===== src/c3cm_pkg.sv =====
// Shared constants and types of the 3x3 color magnitude filter.
package c3cm_pkg;

	localparam int MAX_WIDTH = 2048;
	localparam int MAX_HEIGHT = 4096;
	localparam int COEF_BITS = 5;
	localparam int NUM_TAPS = 9;
	localparam int KW_BITS = NUM_TAPS * COEF_BITS;
	localparam int ADDR_BITS = $clog2(MAX_WIDTH);
	localparam int COL_BITS = 11;
	localparam int ROW_BITS = 12;
	localparam int WCFG_BITS = 12;
	localparam int HCFG_BITS = 13;
	localparam int PIX_BITS = 24;
	localparam int SUM_BITS = 8 + COEF_BITS + 5;
	localparam int SQ_BITS = 2 * SUM_BITS + 2;

	localparam logic [1:0] REG_WIDTH = 2'd0;
	localparam logic [1:0] REG_HEIGHT = 2'd1;
	localparam logic [1:0] REG_KERNEL = 2'd2;

	typedef logic [PIX_BITS-1:0] pixel_t;

	typedef struct packed {
		logic load;
		logic start;
		logic [1:0] sel;
		logic advance;
	} cmd_t;

	typedef struct packed {
		logic [3:0] need;
		logic done;
	} status_t;

endpackage


===== src/c3cm_ctrl.sv =====
// Controller: sequences load, store access, window shift and result emission.
module c3cm_ctrl (
	input logic clk,
	input logic arst_n,
	input logic in_fire,
	output logic in_ready,
	output c3cm_pkg::cmd_t cmd,
	input c3cm_pkg::status_t stat,
	output logic out_valid,
	input logic out_ready,
	output logic last
);
	typedef enum logic [5:0] {
		S_IDLE = 6'b000001, S_READ = 6'b000010, S_ADV = 6'b000100,
		S_PICK = 6'b001000, S_CALC = 6'b010000, S_OUT = 6'b100000
	} state_t;
	state_t state_q;
	logic [3:0] left_q;
	logic [1:0] cur;

	always_comb begin
		cur = 2'd0;
		if (left_q[0]) cur = 2'd0;
		else if (left_q[1]) cur = 2'd1;
		else if (left_q[2]) cur = 2'd2;
		else cur = 2'd3;
	end

	always_comb begin
		cmd = '0;
		cmd.load = in_fire;
		cmd.advance = state_q == S_ADV;
		cmd.start = (state_q == S_PICK) && (left_q != 0);
		cmd.sel = cur;
	end
	assign in_ready = state_q == S_IDLE;
	assign out_valid = state_q == S_OUT;
	assign last = ((left_q >> cur) >> 1) == 4'd0;

	always_ff @(posedge clk or negedge arst_n) begin
		if (!arst_n) begin
			state_q <= S_IDLE;
			left_q <= '0;
		end else begin
			case (state_q)
				S_IDLE: if (in_fire) state_q <= S_READ;
				S_READ: state_q <= S_ADV;
				S_ADV: state_q <= S_PICK;
				S_PICK: begin
					if (left_q == 0 && stat.need == 0) state_q <= S_IDLE;
					else if (left_q == 0) left_q <= stat.need;
					else state_q <= S_CALC;
				end
				S_CALC: if (stat.done) state_q <= S_OUT;
				S_OUT: if (out_ready) begin
					left_q[cur] <= 1'b0;
					state_q <= last ? S_IDLE : S_PICK;
				end
				default: state_q <= S_IDLE;
			endcase
		end
	end

	assert property (@(posedge clk) disable iff (!arst_n) out_valid && !out_ready |=> out_valid)
		else $error("result dropped");
	assert property (@(posedge clk) disable iff (!arst_n) in_fire |-> !out_valid)
		else $error("input taken during output");
	assert property (@(posedge clk) disable iff (!arst_n) stat.done |-> state_q == S_CALC)
		else $error("stray done");
endmodule


===== config.mk =====
export PLATFORM = sky130hd
export DESIGN_NAME = c3cm_ctrl
export DESIGN_NICKNAME = d
export VERILOG_FILES = /design/src/c3cm_pkg.sv /design/src/c3cm_ctrl.sv
export SDC_FILE = /design/constraint.sdc
export NUM_CORES = 1
export LEC_CHECK = 0
export ABC_CLOCK_PERIOD_IN_PS = 3250
export BUFFER_PORTS_ARGS = -buffer_cell sky130_fd_sc_hd__buf_4
export CAP_MARGIN = 10
export CORE_MARGIN = 5
export CORE_UTILIZATION = 35
export DETAILED_ROUTE_END_ITERATION = 7
export PLACE_DENSITY = 0.62
export REMOVE_ABC_BUFFERS = 1
export SKIP_LAST_GASP = 1
export SLEW_MARGIN = 20
export SYNTH_ARGS = -nofsm -noshare
export SYNTH_HDL_FRONTEND = slang
export SYNTH_SLANG_ARGS = --single-unit

===== constraint.sdc =====
create_clock -name clk -period 3.25 [get_ports clk]
set_input_delay 0.975 -clock clk [delete_from_list [all_inputs] [get_ports clk]]
set_output_delay 0.975 -clock clk [all_outputs]
set_load 0.05 [all_outputs]

Yosys cells after proc, flatten, opt, wreduce, memory -nomap -nowiden
Cells that the tools add are included.
{"block": "totals", "regBits": 10, "inputBits": 9, "out_inout_bits": 8, "word_cells": 45}
{"block": "op_classes", "magnitude_cmp": 2, "n_eq_ne": 12, "shifts": 1, "n_mux": 16, "bitwise": 2, "n_reduce_logical": 10}
{"operator": "6-bit case mux with 6 select lines", "count": 1}
{"operator": "6-bit 2-to-1 mux", "count": 5}
{"operator": "4-bit 2-to-1 mux", "count": 4}
{"operator": "4-bit zero test", "count": 3}
{"operator": "4-bit case mux with 2 select lines", "count": 1}
{"operator": "4-bit AND reduction", "count": 2}
{"operator": "6-bit by 1-bit equality test with 1-bit output, second input constant", "count": 1}
{"operator": "6-bit by 2-bit equality test with 1-bit output, second input constant", "count": 1}
{"operator": "6-bit by 3-bit equality test with 1-bit output, second input constant", "count": 1}
{"operator": "6-bit by 4-bit equality test with 1-bit output, second input constant", "count": 1}
{"operator": "6-bit by 5-bit equality test with 1-bit output, second input constant", "count": 1}
{"operator": "6-bit equality test, second input constant", "count": 1}
{"operator": "2-bit inequality test, second input constant", "count": 3}
{"operator": "4-bit AND", "count": 1}
{"operator": "2-bit 2-to-1 mux", "count": 2}
{"operator": "2-bit by 1-bit inequality test with 1-bit output, second input constant", "count": 2}
{"operator": "4-bit NOT", "count": 1}
{"operator": "4-bit nonzero test", "count": 1}
{"operator": "4-bit by 2-bit >> shifter with 4-bit output", "count": 1}
{"operator": "1-bit logical AND", "count": 3}
{"operator": "2-bit by 3-bit < comparator with 1-bit output, second input constant", "count": 1}
{"operator": "3-bit by 2-bit inequality test with 1-bit output, second input constant", "count": 1}
{"operator": "1-bit demux with 2-bit select", "count": 1}
{"operator": "2-bit by 1-bit >= comparator with 1-bit output, second input constant", "count": 1}
{"operator": "2 further kinds", "count": 3}

Logic depth before layout (Yosys ltp)
Gate-level depths: netlist of the first run.
{"block": "depth", "ltp_word": 11, "mapped_depth": 5, "mapped_depth_nobuf": 5}

Least setup slack after synthesis of the first run
No wires, ideal clock.
{"block": "synth_path", "kind": "register to output", "start": "register state_q[2]", "end": "output in_ready", "arrival_time_ps": 2238, "required_ps": 2275, "setup_slack_ps": 37, "stages_incl_launch_ff": 3, "path_cell_list": "dfrtp_1 > or4_4 > nor3b_1"}
{"block": "synth_via", "elab_chain_len": 1}
{"item": "from (decl)", "line_no": "c3cm_ctrl.sv:17", "source": "state_t state_q;"}
{"item": "from (signal assigned)", "line_no": "c3cm_ctrl.sv:57", "source": "state_q <= last ? S_IDLE : S_PICK;"}
{"item": "6-bit by 1-bit equality test with 1-bit output", "line_no": "c3cm_ctrl.sv:36", "source": "assign in_ready = state_q == S_IDLE;"}
{"item": "to (decl)", "line_no": "c3cm_ctrl.sv:6", "source": "output logic in_ready,"}
Every way passes these cells.

Final worst setup path of the first run
Same ends and word-level chain as after synthesis.

==> flow_summary.yaml, run 1 <==
clock_network:
  clk_path_buf_depth: 2
  holdBufCountCts: 0
  cts_buffers: 3
  htreeDepth: 1
  cts-root-buf: "clkbuf_4"
  cts.repair.resized: 0
  cts_setup_buffers: 0
  clk_pin_slew_ps: 70
  cts_tree: "built"
  insertion_delay_ps: 270
  cts.sinks: 10
yosys:
  yosysWarnings: 0
  synth_top_family_by_area: "simple AND/OR/NAND/NOR gates"
  synth_compound_area_share_pct: 19.2
  synth-simple-area-share_pct: 29.0
  syn_inst: 68
  yosysSeqAreaShare_pct: 38.6
  synthMuxAreaShare_pct: 6.14
  syn_area_per_cell_um2: 9.59
  synth-async-reset-ratio_pct: 100
  synth_flop_cell: "dfrtp_1"
  syn_area_um2: 652
  synth_seq_cells: 10
  synth_edf_count: 0
  synthAdderAreaFrac_pct: 1.54
  synthDistinctLibCells: 35
  synthXorXnorAreaFrac_pct: 1.34
sta:
  fmax_ghz: 0.345
  relSlewSlack_pct: 62.3
  maxSlewViolCount: 0
  hold_viol: 0
  setup_tns_ps: 0
  finalCritPeriodShare_pct: 89.3
  fin_crit_ps: 2900
  setup_viol: 0
  worst_pin_slew_ps: 561
  rsz0062_at_grt: "false"
  fin_skew_ps: 8.94
  fin_ws_ps: 349
cells_and_area:
  diodes: 0
  nets: 96
  layout-drive-gt1-share_pct: 30.2
  area_growth_syn_to_layout_pct: 25.3
  nFillCells: 166
route:
  drtAntennaViolNets: 0
  dr.pass1.iters: 2
  via_count: 572
  vias_per_cell: 5.15
  route.detailed.drc: 0
  wl_per_cell_um: 13.4
  wl_mm: 1.48
  drt_iter0_drc: 8
floorplanning:
  die_w_um: 53.2
  pin_count: 17
  coreArea_um2: 1750
  initial_core_util_pct: 37.3
  die_height_um: 53.2
  dieArea_um2: 2830
  core.rowCount: 15
critical_path:
  reg2reg_from: "left_q[0]"
  arrival_ps: 1930
  cp-start-kind: "flip-flop"
  worstPathCellList: "or4_4, nor3b_1, buf_4"
  r2r_slack_ps: 1310
  rr_worst_depth: 4
  critPathKind: "reg2out"
  worstPathRequired_ps: 2270
  r2r_end: "left_q[0]"
  end_kind: "output pin"
  cp_slowest_cell: "or4_4"
  cp_max_fo: 7
  critical_path.max_stage_delay_ps: 580
global_routing:
  overflow: 0
  grt_usage_pct: 11.6
  grt_pass1_wl_mm: 2.37
  antenna_found_initial: 0
  grt_pass1_vias: 541
  grt_max_degree: 11
placement:
  gp_congestion: 0.768
  dp_slack_ps: 659
  port-buffer-count: 16
power_and_ir_drop:
  powerDensity_nw_per_um2: 845
  vdd_drop_max_mv: 0.416
  p_leak_nw: 0.368
outcome:
  status: "completed"
min_path:
  worstHoldPathType: "in2async"
run:
  maxCapViolCount: 0
-- worst max-delay path by stage --
stage	to	slack (ps)	depth (start not counted)	from
after floorplan	in_ready	40	2	state_q[2]
after global placement	in_ready	710	3	state_q[2]
after detailed placement	in_ready	660	3	state_q[2]
after CTS	in_ready	360	3	state_q[2]
after global routing	in_ready	290	3	state_q[2]
final	in_ready	350	3	state_q[2]
-- logic make-up (layout without fill, tap and decap cells) --
logic type	Yosys count	in the layout
AND/OR/NAND/NOR	28	28
XOR/XNOR	1	1
adder cells (fa/ha/maj)	1	1
buffers and inverters	6	24
multiplexers	4	4
flip-flops	10	10
AO/OA/AOI/OAI	18	18
-- state kept, by name (all words and copies together) (netlist names) --
name	flops
state_q	6
left_q	4
-- per-stage QoR --
step / cells / hold slack [ps] / total power, W / utilization [%] / cell area (µm²)
finish: 111 / 519 / 0.000690 / 46.8 / 817
detailed placement: 107 / 543 / 0.000602 / 45.3 / 791
global route: 111 / 508 / 0.000743 / 46.8 / 817
floorplan: 66 / 512 / 0.000495 / - / 639
CTS: 111 / 518 / 0.000697 / 46.8 / 817
global placement: 107 / 555 / 0.000600 / 45.3 / 791
-- area by class of cell --
cell class / instances / area, µm² / area share [%]
Clock buffer: 4 / 26.3 / 3.22
Inverter: 4 / 15.0 / 1.84
Multi-Input combinational cell: 52 / 373 / 45.6
Sequential cell: 10 / 251 / 30.8
Tap cell: 25 / 31.3 / 3.83
Timing Repair Buffer: 16 / 120 / 14.7
-- placed cells by master (no fill, tap or decap) --
master    count
dfstp_2       1
nand2_1       4
and3b_2       1
a21oi_1       5
a32o_1        1
dfrtp_1       9
clkbuf_4      3
o31a_1        1
nor2b_1       1
clkinv_1      1
and4b_1       1
and2b_2       1
a211oi_1      1
mux2i_1       4
maj3_1        1
and2_1        2
clkbuf_1      1
nand3b_1      1
o21ai_0       2
or4_4         1
a22o_1        3
nor2_1        4
inv_1         3
o21a_1        1
or4b_1        1
a21o_1        2
nor3b_1       2
xor2_1        1
nor4b_1       2
nor3_1        1
o221ai_1      1
nor4_1        3
buf_4        16
or4_2         1
o22ai_1       1
or3b_2        2
-- power breakdown --
part           internal (W)  switching (W)  total [W]
clock network     0.0000475      0.0000451  0.0000926
registers          0.000166      0.0000581   0.000224
logic              0.000152       0.000222   0.000374
total              0.000365       0.000325   0.000690
-- synthesized netlist by cell type, types with 3 or more instances --
cell	n	area, µm²
dfrtp_1	9	225
a21oi_1	5	25.0
mux2i_1	4	40.0
nand2_1	4	15.0
nor2_1	4	15.0
a22o_1	3	26.3
inv_1	3	11.3
nor4_1	3	18.8
-- worst max-delay path, delay by kind of cell, from the launching register on --
kind / cells / cell delay, ps
and+or+nand+nor: 2 / 940
DFF: 1 / 440
buffers and inverters: 1 / 270
-- per-layer routing --
layer  vias up  track usage, %  part of all wire, %
met5         -               0                    0
met4         0            5.11                  1.0
met3         2            2.82                  3.3
met2        10            17.4                   46
met1       264            15.6                   49
li1        296               -                    -
Note: power is estimated with default switching activity, not from simulation.
==> run 2, diff against run 1 <==
Settings changed: ABC_CLOCK_PERIOD_IN_PS 3250 to 2900.
Clock period 3.25 ns to 2.9 ns, I/O delays scaled along.
==> run 2 against run 1 <==
Net effect:
- clock power is 37% higher
- flip-flop and latch count stayed put
- cell count is 0.90% higher
- count of clock-buffer cells in the layout stayed put
- routed wire length is 1.7% higher
- critical path depth stayed put
- combinational power is 17% higher
- global-route usage is 0.066 points lower
- sequential share of layout area is 0.65 points lower
- design area is 2.1% higher
- die area stayed put
- largest cell class unchanged
- largest power group unchanged
==> flow_summary.yaml, run 2 (synthesis results as in run 1) <==
outcome:
  status: "completed"
power_and_ir_drop:
  vdd_drop_max_mv: 0.585
  p_leak_nw: 0.379
  finalPower_w: 0.000815
  powerDensity_nw_per_um2: 976
min_path:
  worstHoldPathType: "in2async"
critical_path:
  cp_max_fo: 7
  arrival_ps: 1880
  end_kind: "output pin"
  cp-start-kind: "flip-flop"
  critPathKind: "reg2out"
  worstPathRequired_ps: 2030
  r2r_slack_ps: 1060
sta:
  worst_pin_slew_ps: 428
  rsz0062_at_grt: "false"
  maxSlewViolCount: 0
  setup_viol: 0
  relSlewSlack_pct: 71.2
  fin_skew_ps: 6.30
  fmax_ghz: 0.363
  hold_viol: 0
  finalCritPeriodShare_pct: 94.9
  fin_crit_ps: 2750
  setup_tns_ps: 0
global_routing:
  grt_pass1_wl_mm: 2.33
  grt_pass1_vias: 526
  antenna_found_initial: 0
  grt_max_degree: 11
  grt_usage_pct: 11.5
  overflow: 0
clock_network:
  cts.repair.resized: 0
  cts_setup_buffers: 0
  cts_tree: "built"
  insertion_delay_ps: 270
  clk_path_buf_depth: 2
  htreeDepth: 1
  cts.sinks: 10
  clk_pin_slew_ps: 70
  cts-root-buf: "clkbuf_4"
  cts_buffers: 3
  holdBufCountCts: 0
placement:
  gp_congestion: 0.767
  place_inst: 108
  port-buffer-count: 16
  hpwlAfterDp_mm: 1.15
cells_and_area:
  nFillCells: 173
  instances_no_fill: 112
  final_cell_mix: "17 x buf_4, 9 x dfrtp_1, 5 x a21oi_1"
  top_regs: "state_q: 6 flops, left_q: 4 flops"
  top_register: "state_q"
  fin_util_pct: 47.8
  diodes: 0
  multi_input_area_um2: 373
  layout-drive-gt1-share_pct: 32.2
  regArea_um2: 251
  mostFrequentLayoutCell: "buf_4"
  nets: 97
  area_growth_syn_to_layout_pct: 28.0
  largest_reg_flops: 6
floorplanning:
  pin_count: 17
  die_height_um: 53.2
  initial_core_util_pct: 37.3
  die_w_um: 53.2
  core.rowCount: 15
  dieArea_um2: 2830
  coreArea_um2: 1750
route:
  wl_per_cell_um: 13.5
  drt_iter0_drc: 26
  route.detailed.drc: 0
  drtAntennaViolNets: 0
  dr.pass1.iters: 4
  vias_per_cell: 5.36
  via_count: 600
  wl_mm: 1.51
run:
  maxCapViolCount: 0
==> run 2: cell count changes in the layout (fill, tap and decap cells not counted) <==
cell,delta
clkbuf_8,+1
buf_4,+1
clkbuf_1,-1
==> run 2: layer usage <==
metal	vias up	GRT usage, %	wire [µm]
met1	274	14.4	645
met3	2	5.35	140
met5	-	0	0
met2	24	18.0	707
li1	300	-	-
met4	0	2.55	17
==> run 2: path summary, 6_finish.rpt <==
path,start,to,cells after the start
max in group asynchronous,arst_n,state_q[0],1
min in group clk,left_q[3],left_q[3],1
setup / recovery,state_q[2],in_ready,3
setup reg to reg,state_q[1],left_q[0],4
hold / removal,arst_n,state_q[2],1
hold reg to reg,left_q[3],left_q[3],1
==> run 2: through the flow <==
step	hold WS (ps)	instance area, µm²	setup slack (ps)
finish	413	835	147
global route	414	835	57.8
CTS	418	835	147
detailed placement	556	798	463
global placement	556	798	470
floorplan	512	639	-208
==> run 2: report_power, final <==
part	internal, W	leakage, nW	switching [W]
registers	0.000186	0.133	0.0000662
logic	0.000185	0.225	0.000252
clock network	0.0000763	0.0210	0.0000503
total	0.000447	0.379	0.000368
==> run 2: worst max-delay path, stage by stage, from the launching register on <==
cell and delay [ps]:
dfrtp_1 440, or4_4 580, nor3b_1 330, buf_4 270
==> run 2: cell type report <==
type	count	share of cell area [%]
Multi-Input combinational cell	52	44.7
Sequential cell	10	30.1
Timing Repair Buffer	17	15.3
Clock buffer	4	4.35
Tap cell	25	3.75
Inverter	4	1.80
